## config.mk

```make
export PLATFORM = sky130hd
export DESIGN_NAME = sorted_list_merge_flat
export DESIGN_NICKNAME = d
export VERILOG_FILES = /design/src/rtl/slm_pkg.sv /design/src/rtl/slm_in_if.sv /design/src/rtl/slm_out_if.sv /design/src/rtl/sorted_list_merge.sv /design/src/rtl/slm_ram.sv /design/src/flat_wrapper.sv
export SDC_FILE = /design/constraint.sdc
export NUM_CORES = 2
export LEC_CHECK = 0
export BUFFER_PORTS_ARGS = -buffer_cell sky130_fd_sc_hd__buf_2
export CAP_MARGIN = 10
export CORE_ASPECT_RATIO = 2
export CORE_MARGIN = 3
export CORE_UTILIZATION = 63
export CTS_CLUSTER_SIZE = 14
export DETAILED_ROUTE_END_ITERATION = 7
export PLACE_DENSITY = 0.77
export SYNTH_ARGS = -nofsm -noshare
export SYNTH_HDL_FRONTEND = slang
export SYNTH_SLANG_ARGS = --single-unit
```

## constraint.sdc

```tcl
create_clock -name clk -period 10.5 [get_ports clk]
set_input_delay 1.05 -clock clk [delete_from_list [all_inputs] [get_ports clk]]
set_output_delay 1.05 -clock clk [all_outputs]
set_load 0.02 [all_outputs]
```

## src/rtl/slm_pkg.sv

```systemverilog
// shared types and constants for the sorted list merge block
package slm_pkg;

	localparam int VALUE_W = 32;
	localparam int OP_W    = 2;
	localparam int STAT_W  = 2;

	localparam logic [OP_W-1:0] OP_APPEND_A = 2'd0;
	localparam logic [OP_W-1:0] OP_APPEND_B = 2'd1;
	localparam logic [OP_W-1:0] OP_MERGE    = 2'd2;

	localparam logic [STAT_W-1:0] STAT_OK    = 2'd0;
	localparam logic [STAT_W-1:0] STAT_FULL  = 2'd1;
	localparam logic [STAT_W-1:0] STAT_ORDER = 2'd2;
	localparam logic [STAT_W-1:0] STAT_EMPTY = 2'd3;

	typedef enum logic [1:0] {
		ST_IDLE,
		ST_FETCH,
		ST_MERGE
	} state_t;

endpackage

```

## src/rtl/slm_in_if.sv

```systemverilog
// command channel: operation and value
interface slm_in_if;
	logic                                 valid;
	logic                                 ready;
	logic [slm_pkg::OP_W-1:0]             operation;
	logic signed [slm_pkg::VALUE_W-1:0]   value;

	modport source (output valid, output operation, output value, input ready);
	modport sink   (input valid, input operation, input value, output ready);
endinterface

```

## src/rtl/slm_out_if.sv

```systemverilog
// result channel: merged value, status and last flag
interface slm_out_if;
	logic                                 valid;
	logic                                 ready;
	logic signed [slm_pkg::VALUE_W-1:0]   value_res;
	logic [slm_pkg::STAT_W-1:0]           status;
	logic                                 last;

	modport source (output valid, output value_res, output status, output last, input ready);
	modport sink   (input valid, input value_res, input status, input last, output ready);
endinterface

```

## src/rtl/sorted_list_merge.sv

```systemverilog
// top level: two sorted lists in ram, merged by a shared signed comparator
//
//   channel | dir | payload                       | handshake
//   cmd     | in  | operation, value              | valid / ready
//   rsp     | out | value_res, status, last       | valid / ready
//
// append: taken in idle, one result lands in the output register
// merge: accept, ram fetch state, then one value per cycle unless rsp stalls;
//   the single signed comparator and the registered ram read set this pace
// reset clears list counts, sequencer and output valid; list ram is not cleared
// a stalled rsp holds its result and pauses the merge walk
module sorted_list_merge #(
	parameter int LIST_DEPTH = 16
) (
	input  logic            clk,
	input  logic            arst_n,
	slm_in_if.sink          cmd,
	slm_out_if.source       rsp
);

	localparam int AW = (LIST_DEPTH > 1) ? $clog2(LIST_DEPTH) : 1;
	localparam int CW = $clog2(LIST_DEPTH + 1);

	slm_pkg::state_t state_q, state_d;

	logic [CW-1:0] count_a_q, count_a_d;
	logic [CW-1:0] count_b_q, count_b_d;
	logic [CW-1:0] ia_q, ia_d;
	logic [CW-1:0] ib_q, ib_d;

	logic signed [slm_pkg::VALUE_W-1:0] last_a_q, last_b_q;
	logic                               last_a_ld, last_b_ld;

	logic                               out_valid_q;
	logic signed [slm_pkg::VALUE_W-1:0] out_value_q, out_value_d;
	logic [slm_pkg::STAT_W-1:0]         out_status_q, out_status_d;
	logic                               out_last_q, out_last_d;
	logic                               out_ld;
	logic                               can_out;

	logic                               we_a, we_b;
	logic [AW-1:0]                      raddr_a, raddr_b;
	logic [slm_pkg::VALUE_W-1:0]        rd_a, rd_b;

	logic signed [slm_pkg::VALUE_W-1:0] cmp_x, cmp_y;
	logic                               cmp_lt;

	logic                               a_has, b_has, pick_a, adv;
	logic                               accept;

	slm_ram #(.WIDTH(slm_pkg::VALUE_W), .DEPTH(LIST_DEPTH)) u_ram_a (
		.clk   (clk),
		.we    (we_a),
		.waddr (count_a_q[AW-1:0]),
		.wdata (cmd.value),
		.raddr (raddr_a),
		.rdata (rd_a)
	);

	slm_ram #(.WIDTH(slm_pkg::VALUE_W), .DEPTH(LIST_DEPTH)) u_ram_b (
		.clk   (clk),
		.we    (we_b),
		.waddr (count_b_q[AW-1:0]),
		.wdata (cmd.value),
		.raddr (raddr_b),
		.rdata (rd_b)
	);

	assign can_out   = !out_valid_q || rsp.ready;
	assign cmd.ready = (state_q == slm_pkg::ST_IDLE) && can_out;
	assign accept    = cmd.valid && cmd.ready;

	// shared signed comparator
	assign cmp_lt = cmp_x < cmp_y;

	assign a_has  = ia_q != count_a_q;
	assign b_has  = ib_q != count_b_q;
	assign pick_a = a_has && (!b_has || !cmp_lt);
	assign adv    = (state_q == slm_pkg::ST_MERGE) && can_out;

	always_comb begin
		state_d      = state_q;
		count_a_d    = count_a_q;
		count_b_d    = count_b_q;
		ia_d         = ia_q;
		ib_d         = ib_q;
		last_a_ld    = 1'b0;
		last_b_ld    = 1'b0;
		we_a         = 1'b0;
		we_b         = 1'b0;
		out_ld       = 1'b0;
		out_value_d  = '0;
		out_status_d = slm_pkg::STAT_OK;
		out_last_d   = 1'b1;
		cmp_x        = cmd.value;
		cmp_y        = (cmd.operation == slm_pkg::OP_APPEND_B) ? last_b_q : last_a_q;
		raddr_a      = ia_q[AW-1:0];
		raddr_b      = ib_q[AW-1:0];

		unique case (state_q)
			slm_pkg::ST_IDLE: begin
				if (accept) begin
					priority case (cmd.operation)
						slm_pkg::OP_APPEND_A: begin
							out_ld = 1'b1;
							if (count_a_q != '0 && cmp_lt) begin
								out_status_d = slm_pkg::STAT_ORDER;
							end else if (count_a_q == CW'(LIST_DEPTH)) begin
								out_status_d = slm_pkg::STAT_FULL;
							end else begin
								we_a      = 1'b1;
								last_a_ld = 1'b1;
								count_a_d = count_a_q + CW'(1);
							end
						end
						slm_pkg::OP_APPEND_B: begin
							out_ld = 1'b1;
							if (count_b_q != '0 && cmp_lt) begin
								out_status_d = slm_pkg::STAT_ORDER;
							end else if (count_b_q == CW'(LIST_DEPTH)) begin
								out_status_d = slm_pkg::STAT_FULL;
							end else begin
								we_b      = 1'b1;
								last_b_ld = 1'b1;
								count_b_d = count_b_q + CW'(1);
							end
						end
						slm_pkg::OP_MERGE: begin
							if (count_a_q == '0 && count_b_q == '0) begin
								out_ld       = 1'b1;
								out_status_d = slm_pkg::STAT_EMPTY;
							end else begin
								ia_d    = '0;
								ib_d    = '0;
								state_d = slm_pkg::ST_FETCH;
							end
						end
						default: begin
						end
					endcase
				end
			end
			slm_pkg::ST_FETCH: begin
				state_d = slm_pkg::ST_MERGE;
			end
			slm_pkg::ST_MERGE: begin
				cmp_x = rd_b;
				cmp_y = rd_a;
				if (adv) begin
					out_ld       = 1'b1;
					out_value_d  = pick_a ? rd_a : rd_b;
					out_status_d = slm_pkg::STAT_OK;
					if (pick_a) begin
						ia_d    = ia_q + CW'(1);
						raddr_a = ia_d[AW-1:0];
					end else begin
						ib_d    = ib_q + CW'(1);
						raddr_b = ib_d[AW-1:0];
					end
					out_last_d = (ia_d == count_a_q) && (ib_d == count_b_q);
					if (out_last_d) begin
						count_a_d = '0;
						count_b_d = '0;
						ia_d      = '0;
						ib_d      = '0;
						state_d   = slm_pkg::ST_IDLE;
					end
				end
			end
			default: begin
				state_d = slm_pkg::ST_IDLE;
			end
		endcase
	end

	always_ff @(posedge clk or negedge arst_n) begin
		if (!arst_n) begin
			state_q     <= slm_pkg::ST_IDLE;
			count_a_q   <= '0;
			count_b_q   <= '0;
			ia_q        <= '0;
			ib_q        <= '0;
			out_valid_q <= 1'b0;
		end else begin
			state_q   <= state_d;
			count_a_q <= count_a_d;
			count_b_q <= count_b_d;
			ia_q      <= ia_d;
			ib_q      <= ib_d;
			if (out_ld) begin
				out_valid_q <= 1'b1;
			end else if (rsp.ready) begin
				out_valid_q <= 1'b0;
			end
		end
	end

	always_ff @(posedge clk) begin
		if (last_a_ld) begin
			last_a_q <= cmd.value;
		end
		if (last_b_ld) begin
			last_b_q <= cmd.value;
		end
		if (out_ld) begin
			out_value_q  <= out_value_d;
			out_status_q <= out_status_d;
			out_last_q   <= out_last_d;
		end
	end

	assign rsp.valid     = out_valid_q;
	assign rsp.value_res = out_value_q;
	assign rsp.status    = out_status_q;
	assign rsp.last      = out_last_q;

endmodule

```

## src/rtl/slm_ram.sv

```systemverilog
// generic single write port ram with registered read
module slm_ram #(
	parameter int WIDTH = 32,
	parameter int DEPTH = 16,
	localparam int AW = (DEPTH > 1) ? $clog2(DEPTH) : 1
) (
	input  logic             clk,
	input  logic             we,
	input  logic [AW-1:0]    waddr,
	input  logic [WIDTH-1:0] wdata,
	input  logic [AW-1:0]    raddr,
	output logic [WIDTH-1:0] rdata
);

	logic [WIDTH-1:0] mem_q [DEPTH];

	always_ff @(posedge clk) begin
		if (we) begin
			mem_q[waddr] <= wdata;
		end
		rdata <= mem_q[raddr];
	end

endmodule

```

## src/flat_wrapper.sv

```systemverilog
// flat-port wrapper written by rule: the top's interface ports become plain ports
module sorted_list_merge_flat 
#(
	parameter int LIST_DEPTH = 16
)
  (clk, arst_n, cmd_valid, cmd_operation, cmd_value, cmd_ready, rsp_valid, rsp_value_res, rsp_status, rsp_last, rsp_ready);
  slm_in_if cmd_i ();
  slm_out_if rsp_i ();
  input  logic clk;
  input  logic arst_n;
  input wire logic [$bits(cmd_i.valid)-1:0] cmd_valid;
  input wire logic [$bits(cmd_i.operation)-1:0] cmd_operation;
  input wire logic [$bits(cmd_i.value)-1:0] cmd_value;
  output wire logic [$bits(cmd_i.ready)-1:0] cmd_ready;
  output wire logic [$bits(rsp_i.valid)-1:0] rsp_valid;
  output wire logic [$bits(rsp_i.value_res)-1:0] rsp_value_res;
  output wire logic [$bits(rsp_i.status)-1:0] rsp_status;
  output wire logic [$bits(rsp_i.last)-1:0] rsp_last;
  input wire logic [$bits(rsp_i.ready)-1:0] rsp_ready;
  assign cmd_i.valid = cmd_valid;
  assign cmd_i.operation = cmd_operation;
  assign cmd_i.value = cmd_value;
  assign cmd_ready = cmd_i.ready;
  assign rsp_valid = rsp_i.valid;
  assign rsp_value_res = rsp_i.value_res;
  assign rsp_status = rsp_i.status;
  assign rsp_last = rsp_i.last;
  assign rsp_i.ready = rsp_ready;
  sorted_list_merge #(.LIST_DEPTH(LIST_DEPTH)) u_core (.clk(clk), .arst_n(arst_n), .cmd(cmd_i), .rsp(rsp_i));
endmodule
```

## Word-level counts from Yosys, hierarchy flattened

Memory sizes are Yosys's and may differ from the RTL's. A register that Yosys moved wholly into a read port is not among the register bits.
Index checks and enable logic that the tools add are counted.

- Eq/ne operators: 21
- Magnitude comparators: 1
- Reduce and logical (&&, ||, !) cells: 28
- Mux-type cells: 70
- Add/sub/neg operators: 4

Operator list:

| kind | number |
|---|---|
| two-way mux 32 bit | 4 |
| two-way mux 5 bit | 23 |
| one-hot mux 5 bit (2 select lines) | 4 |
| < comparator 32 bit | 1 |
| two-way mux 4 bit | 6 |
| two-way mux 1 bit | 21 |
| adder 5 x 1 -> 5 bit (second input constant) | 4 |
| != test 2 bit (second input constant) | 9 |
| two-way mux 2 bit | 8 |
| AND reduction 7 bit | 2 |
| one-hot mux 2 bit (3 select lines) | 2 |
| equality test 5 bit | 2 |
| equality test 5 bit (second input constant) | 2 |
| zero test 5 bit | 2 |
| != test 5 bit | 2 |
| AND reduction 5 bit | 2 |
| nonzero test 5 bit | 2 |
| logical AND 1 bit | 8 |
| equality test 2 x 1 -> 1 bit (second input constant) | 2 |
| equality test 2 bit (second input constant) | 2 |
| zero test 2 bit | 2 |
| != test 2 x 1 -> 1 bit (second input constant) | 2 |
| one-hot mux 1 bit (2 select lines) | 2 |
| AND reduction 2 bit | 2 |
| 4 further kinds | 8 |

- Input bits: 38
- Memories: 2
- Logic and storage cells: 137
- Bits in writable memories: 1024
- Register bits: 122
- Output and inout bits: 37

Memories:

| name | depth | width | read ports | clocked after Yosys merged registers in | wr ports | RTL line | source |
|---|---|---|---|---|---|---|---|
| u_core.u_ram_a.mem_q | 16 | 32 | 1 | 1 | 1 | slm_ram.sv:15 | `logic [WIDTH-1:0] mem_q [DEPTH];` |
| u_core.u_ram_b.mem_q | 16 | 32 | 1 | 1 | 1 | slm_ram.sv:15 |  |

## Longest topological paths before layout

- Depth after elaboration: 15
- Mapped depth: 22
- Mapped depth without buffers: 16

## Cells and area by module

A second synthesis with hierarchy kept.

- Cells, all modules: 2382
- Area total of the unflattened synthesis: 46584.7 um^2

Modules (own cells, without submodules):

| module | times used | sequential area each (um^2) | cells each | area an instance (um^2) |
|---|---|---|---|---|
| slm_ram | 2 | 16015.4 | 838 | 19835.3 |
| sorted_list_merge | 1 | 3548.4 | 706 | 6914.1 |

## Least setup slack after synthesis

No wires, ideal clock.

- Kind: in2reg
- Start: input cmd_operation[1]
- End: memory u_core.u_ram_b.mem_q[3][0] (enable)
- Arrival: 7.885 ns
- Stages: 15
- Required time: 10.039 ns
- Library setup time: 0.461 ns
- Setup slack: 2.154 ns
- Path buffers: 2
- Cells stage by stage: nand2b_1 -> buf_4 -> clkbuf_1 -> mux2i_1 -> nor2_1 -> a21oi_1 -> ha_1 -> a211oi_1 -> o211ai_1 -> o221ai_2 -> a21o_1 -> o31ai_1 -> a21oi_1 -> nand2_1 -> nor3_1

- Longest elaborated chain between the ends: 11

RTL lines:

| item | RTL line | source |
|---|---|---|
| start: declaration | flat_wrapper.sv:12 | `input wire logic [$bits(cmd_i.operation)-1:0] cmd_operation;` |
| equality test 2 x 1 -> 1 bit (*) | -- |  |
| two-way mux 32 bit | sorted_list_merge.sv:96 | `cmp_y = (cmd.operation == slm_pkg::OP_APPEND_B) ? last_b_q : last_a_q;` |
| two-way mux 32 bit | sorted_list_merge.sv:100 | `unique case (state_q)` |
| < comparator 32 bit | sorted_list_merge.sv:74 | `assign cmp_lt = cmp_x < cmp_y;` |
| logical AND 1 bit | sorted_list_merge.sv:118 | `if (count_b_q != '0 && cmp_lt) begin` |
| two-way mux 1 bit | -- |  |
| two-way mux 1 bit (*) (3 in a row) | -- |  |
| via u_core.last_b_ld | sorted_list_merge.sv:32 | `logic last_a_ld, last_b_ld;` |
| two-way mux 1 bit (*) | slm_ram.sv:18 | `if (we) begin` |
| two-way mux 1 bit (not written as such) (*) | slm_ram.sv:19 | `mem_q[waddr] <= wdata;` |
| end: declaration | slm_ram.sv:15 |  |

The timed path passes the listed nets; every way through them passes the cells marked *.

## Worst setup path after layout

- Start: register u_core.state_q[1]
- End: register u_core.u_ram_b.rdata[21] (read register of u_core.u_ram_b.mem_q)

- Longest elaborated chain between the ends: 9
- Elaborated cells on any way between the ends: 11
- Those cells by class: 1 x order compare; 1 x eq/ne; 5 x mux; 4 x reduce/logical

RTL lines:

| item | RTL line | source |
|---|---|---|
| start: declaration | sorted_list_merge.sv:24 | `slm_pkg::state_t state_q, state_d;` |
| start signal: assignment | sorted_list_merge.sv:178 | `state_q <= slm_pkg::ST_IDLE;` |
| start signal: assignment | sorted_list_merge.sv:185 | `state_q <= state_d;` |
| equality test 2 bit (*) | sorted_list_merge.sv:79, sorted_list_merge.sv:100 |  |
| two-way mux 32 bit | sorted_list_merge.sv:100 |  |
| < comparator 32 bit | sorted_list_merge.sv:74 |  |
| zero test 1 bit | sorted_list_merge.sv:78 | `assign pick_a = a_has && (!b_has \|\| !cmp_lt);` |
| logical OR 1 bit | sorted_list_merge.sv:78 |  |
| logical AND 1 bit | sorted_list_merge.sv:78 |  |
| two-way mux 4 bit | sorted_list_merge.sv:153 | `if (pick_a) begin` |
| two-way mux 4 bit | sorted_list_merge.sv:149 | `if (adv) begin` |
| two-way mux 4 bit (*) | sorted_list_merge.sv:100 |  |
| end: declaration | slm_ram.sv:12 | `output logic [WIDTH-1:0] rdata` |

Every way passes the cells marked *; elsewhere a longest branch is shown, timed or not.
A chain may end at the register's enable or synchronous reset.

==> impl_results.md <==
* Via/cell ratio at 6.744
* Final min period at 7.266 ns
* Later-pin clock latency in the skew report at 0.69 ns
* Worst hold path class: input port to asynchronous set/reset pin
* Largest net degree at the start of global routing at 193
* CTS H-tree depth at 3
* CTS Buffer Depth at 3
* Syn Std Cell Area at 48380 um2
* Total Nets Final at 3623
* RSZ-0062 raised after global routing: false
* CP arrival at 7.84 ns
* Count leader, synth: edfxtp_1
* Slew @ Worst Pin at 1.215 ns
* Clock Skew at 0.02850 ns
* Initial Util at 0.6362
* HPWL after DPL at 78.15 mm
* Number of global-route vias before repair at 31670
* Hold Vio Cnt, Final at 0
* Global-route wire length before repair at 195.3 mm
* Root buffer cell: clkbuf_16
* Sequential Area at 35580 um2
* DRT Pass-1 Iters at 6
* Async SR Flop Fraction at 0.01901
* Maximum fanout along the worst path at 93
* Antenna violations before repair at 11
* Cell Chain, Critical Path: nor2b_4 -> buf_4 -> nor2_1 -> a21oi_1 -> ha_1 -> nand4_1 -> a21oi_1 -> a2111oi_0 -> a21oi_2 -> nor3_2 -> buf_4 -> o211ai_1 -> xnor2_4 -> buf_12 -> nand2_2 -> o22ai_1 -> a31oi_1 -> a22o_1
* TritonCTS clock tree: yes
* Fillcell total at 4887
* Routed vias at 31320
* Part of the Yosys area used for sequential elements at 0.7354
* Synth cell count leaders: edfxtp_1, nand2_1, nand3_1
* TritonCTS buffer count at 99
* Area after DPL at 50170 um2
* Worst Setup End Kind: flop
* Grt total ovfl at 0
* Max stage delay cell, worst path: a2111oi_0
* # hold bufs at CTS at 0
* Slew HR at 0.1687
* Placed cells at 4458
* WS Path Type: flop to flop
* Max Slew Vio Count at 0
* Post-DRT Antenna Nets at 0
* Period utilisation layout at 0.6920
* Post-CTS Setup Inserts at 0
* First DRT Iteration DRCs at 3889
* Die width at 202.0 um
* Final GP Congestion at 0.9128
* Core area at 76040 um2
* Num rows at 143
* Synth top area cells: edfxtp_1, nand2_1, dfxtp_1, nand3_1, mux2_2
* Ys Warns at 0
* Die span in y at 397.9 um
* # setup viols final at 0
* Worst Path Required at 11.07 ns
* Final Non-Filler Cells at 4644
* Synth top area share at 0.6970
* Synth area leader: edfxtp_1
* IO Pins at 75
* DRC viols at 0
* Post-Route WL at 133.7 mm
* Multi-input gate area at 12280 um2
* Port buffer count at 74
* Top_reg_cell synth: edfxtp_1
* CTS sink cnt at 1210
* EDFF count, synth at 1123
* Mapped Avg Cell Area at 13.78 um2
* Startpoint types: flop
* #FFs+latches synth at 1210
* Post-CTS Resized at 0
* GRT Resource Usage Total at 0.3308
* Die area at 80360 um2
* Distinct cells, synth at 69
* Clock slew at reported path FFs at 0.07 ns
* WL per Instance at 28.79 um
* Share of cells above drive strength 1 at 0.1283
* Area Overhead vs Synth at 9.778%
* Fin area at 53110 um2
* Status: complete, no violations
* Setup_tns at 0 ns
* CP max stage delay at 1.06 ns
* Max-cap check violation count at 0
* Fmax achieved at 137.6 MHz
* Mapped Cells at 3510
* Synth Net Count at 3589
layout make-up:
type,instances,area share
clock inverter,12,0.001838
inverter,16,0.001131
multi-input combinational,2068,0.2313
sequential,1210,0.6699
tap,1015,0.02391
clock buffer,170,0.05343
timing repair buffer,149,0.01828
antenna,4,0.0001885
layer usage:
layer,up-vias,GRT usage,part of all wire
met5,-,0,0
met2,1952,0.5890,0.52
met3,546,0.04309,0.079
met1,15520,0.3667,0.32
li1,13310,-,-
met4,0,0.2309,0.077
metrics by stage:
step	setup WS, ns	utilization	hold WS (ns)
2_1_floorplan	2.154	-	0.5031
5_1_grt	3.000	0.6984	0.3826
6_report	3.234	0.6984	0.3512
4_1_cts	3.300	0.6983	0.3373
3_5_place_dp	2.792	0.6597	0.5473
3_3_place_gp	2.921	0.6597	0.5324
cells in the final DEF, fill, tap and decap left out, types with 14 or more instances in the layout:
| master | synthesis | layout |
|---|---|---|
| nand2_1 | 835 | 833 |
| a22o_1 | 36 | 36 |
| clkbuf_1 | 169 | 65 |
| a31o_2 | 31 | 31 |
| nand3_1 | 213 | 212 |
| edfxtp_1 | 1123 | 1123 |
| nor2_1 | 83 | 66 |
| a31oi_1 | 129 | 126 |
| a32oi_1 | 32 | 32 |
| inv_1 | 16 | 16 |
| mux2i_1 | 83 | 82 |
| a21oi_1 | 87 | 86 |
| o221ai_1 | 64 | 64 |
| clkbuf_16 | 0 | 102 |
| buf_4 | 6 | 72 |
| buf_2 | 25 | 74 |
| dfrtp_1 | 23 | 22 |
| nand4_1 | 46 | 46 |
| o22ai_1 | 66 | 66 |
| nor2_4 | 0 | 14 |
| o21ai_0 | 78 | 77 |
| mux2_2 | 90 | 90 |
| dfxtp_1 | 64 | 64 |
| ha_1 | 41 | 41 |
sequential cells by signal (all words and copies together) (netlist names):
name                  flops
u_core.ib_q               5
u_core.rsp.last           1
u_core.u_ram_a.mem_q    512
u_core.rsp.value_res     32
u_core.count_b_q          5
u_core.count_a_q          5
u_core.u_ram_b.mem_q    512
u_core.state_q            2
u_core.last_a_q          32
u_core.rsp.valid          1
u_core.u_ram_b.rdata     32
u_core.u_ram_a.rdata     32
u_core.rsp.status         2
u_core.ia_q               5
u_core.last_b_q          32
cell families after synthesis:
kind of cell               after synthesis  share of synthesized area
xor gates and xnor gates                24                   0.004965
AOI/OAI and AO/OA                      575                    0.08066
buffers and inverters                  232                    0.01911
adders and majority gates               41                    0.01060
and+or+nand+nor                       1249                     0.1088
DFF                                   1210                     0.7354
muxes                                  179                    0.04045
worst max-delay path: cells and delay by family, from the launching register on:
family                     cells  cell delay [ns]
DFF                            1             0.46
and+or+nand+nor                5             1.50
AOI/OAI and AO/OA              8             2.62
xor gates and xnor gates       1             0.82
adders and majority gates      1             0.29
buffers and inverters          3             1.33
worst paths after layout:
path,startpoint,end,slack (ns),depth (start not counted)
max,u_core.state_q[1],u_core.u_ram_b.rdata[21],3.23,18
max in group asynchronous,arst_n,u_core.ia_q[0],9.76,1
max reg2reg,u_core.state_q[1],u_core.u_ram_b.rdata[21],3.23,18
min in group clk,u_core.ia_q[4],u_core.ia_q[4],0.58,1
min,arst_n,u_core.ib_q[3],0.35,1
min reg2reg,u_core.ia_q[4],u_core.ia_q[4],0.58,1
Power is left out: the tool's default activity adds up to more than one toggle a clock period on the data nets, which glitch-free logic cannot reach.
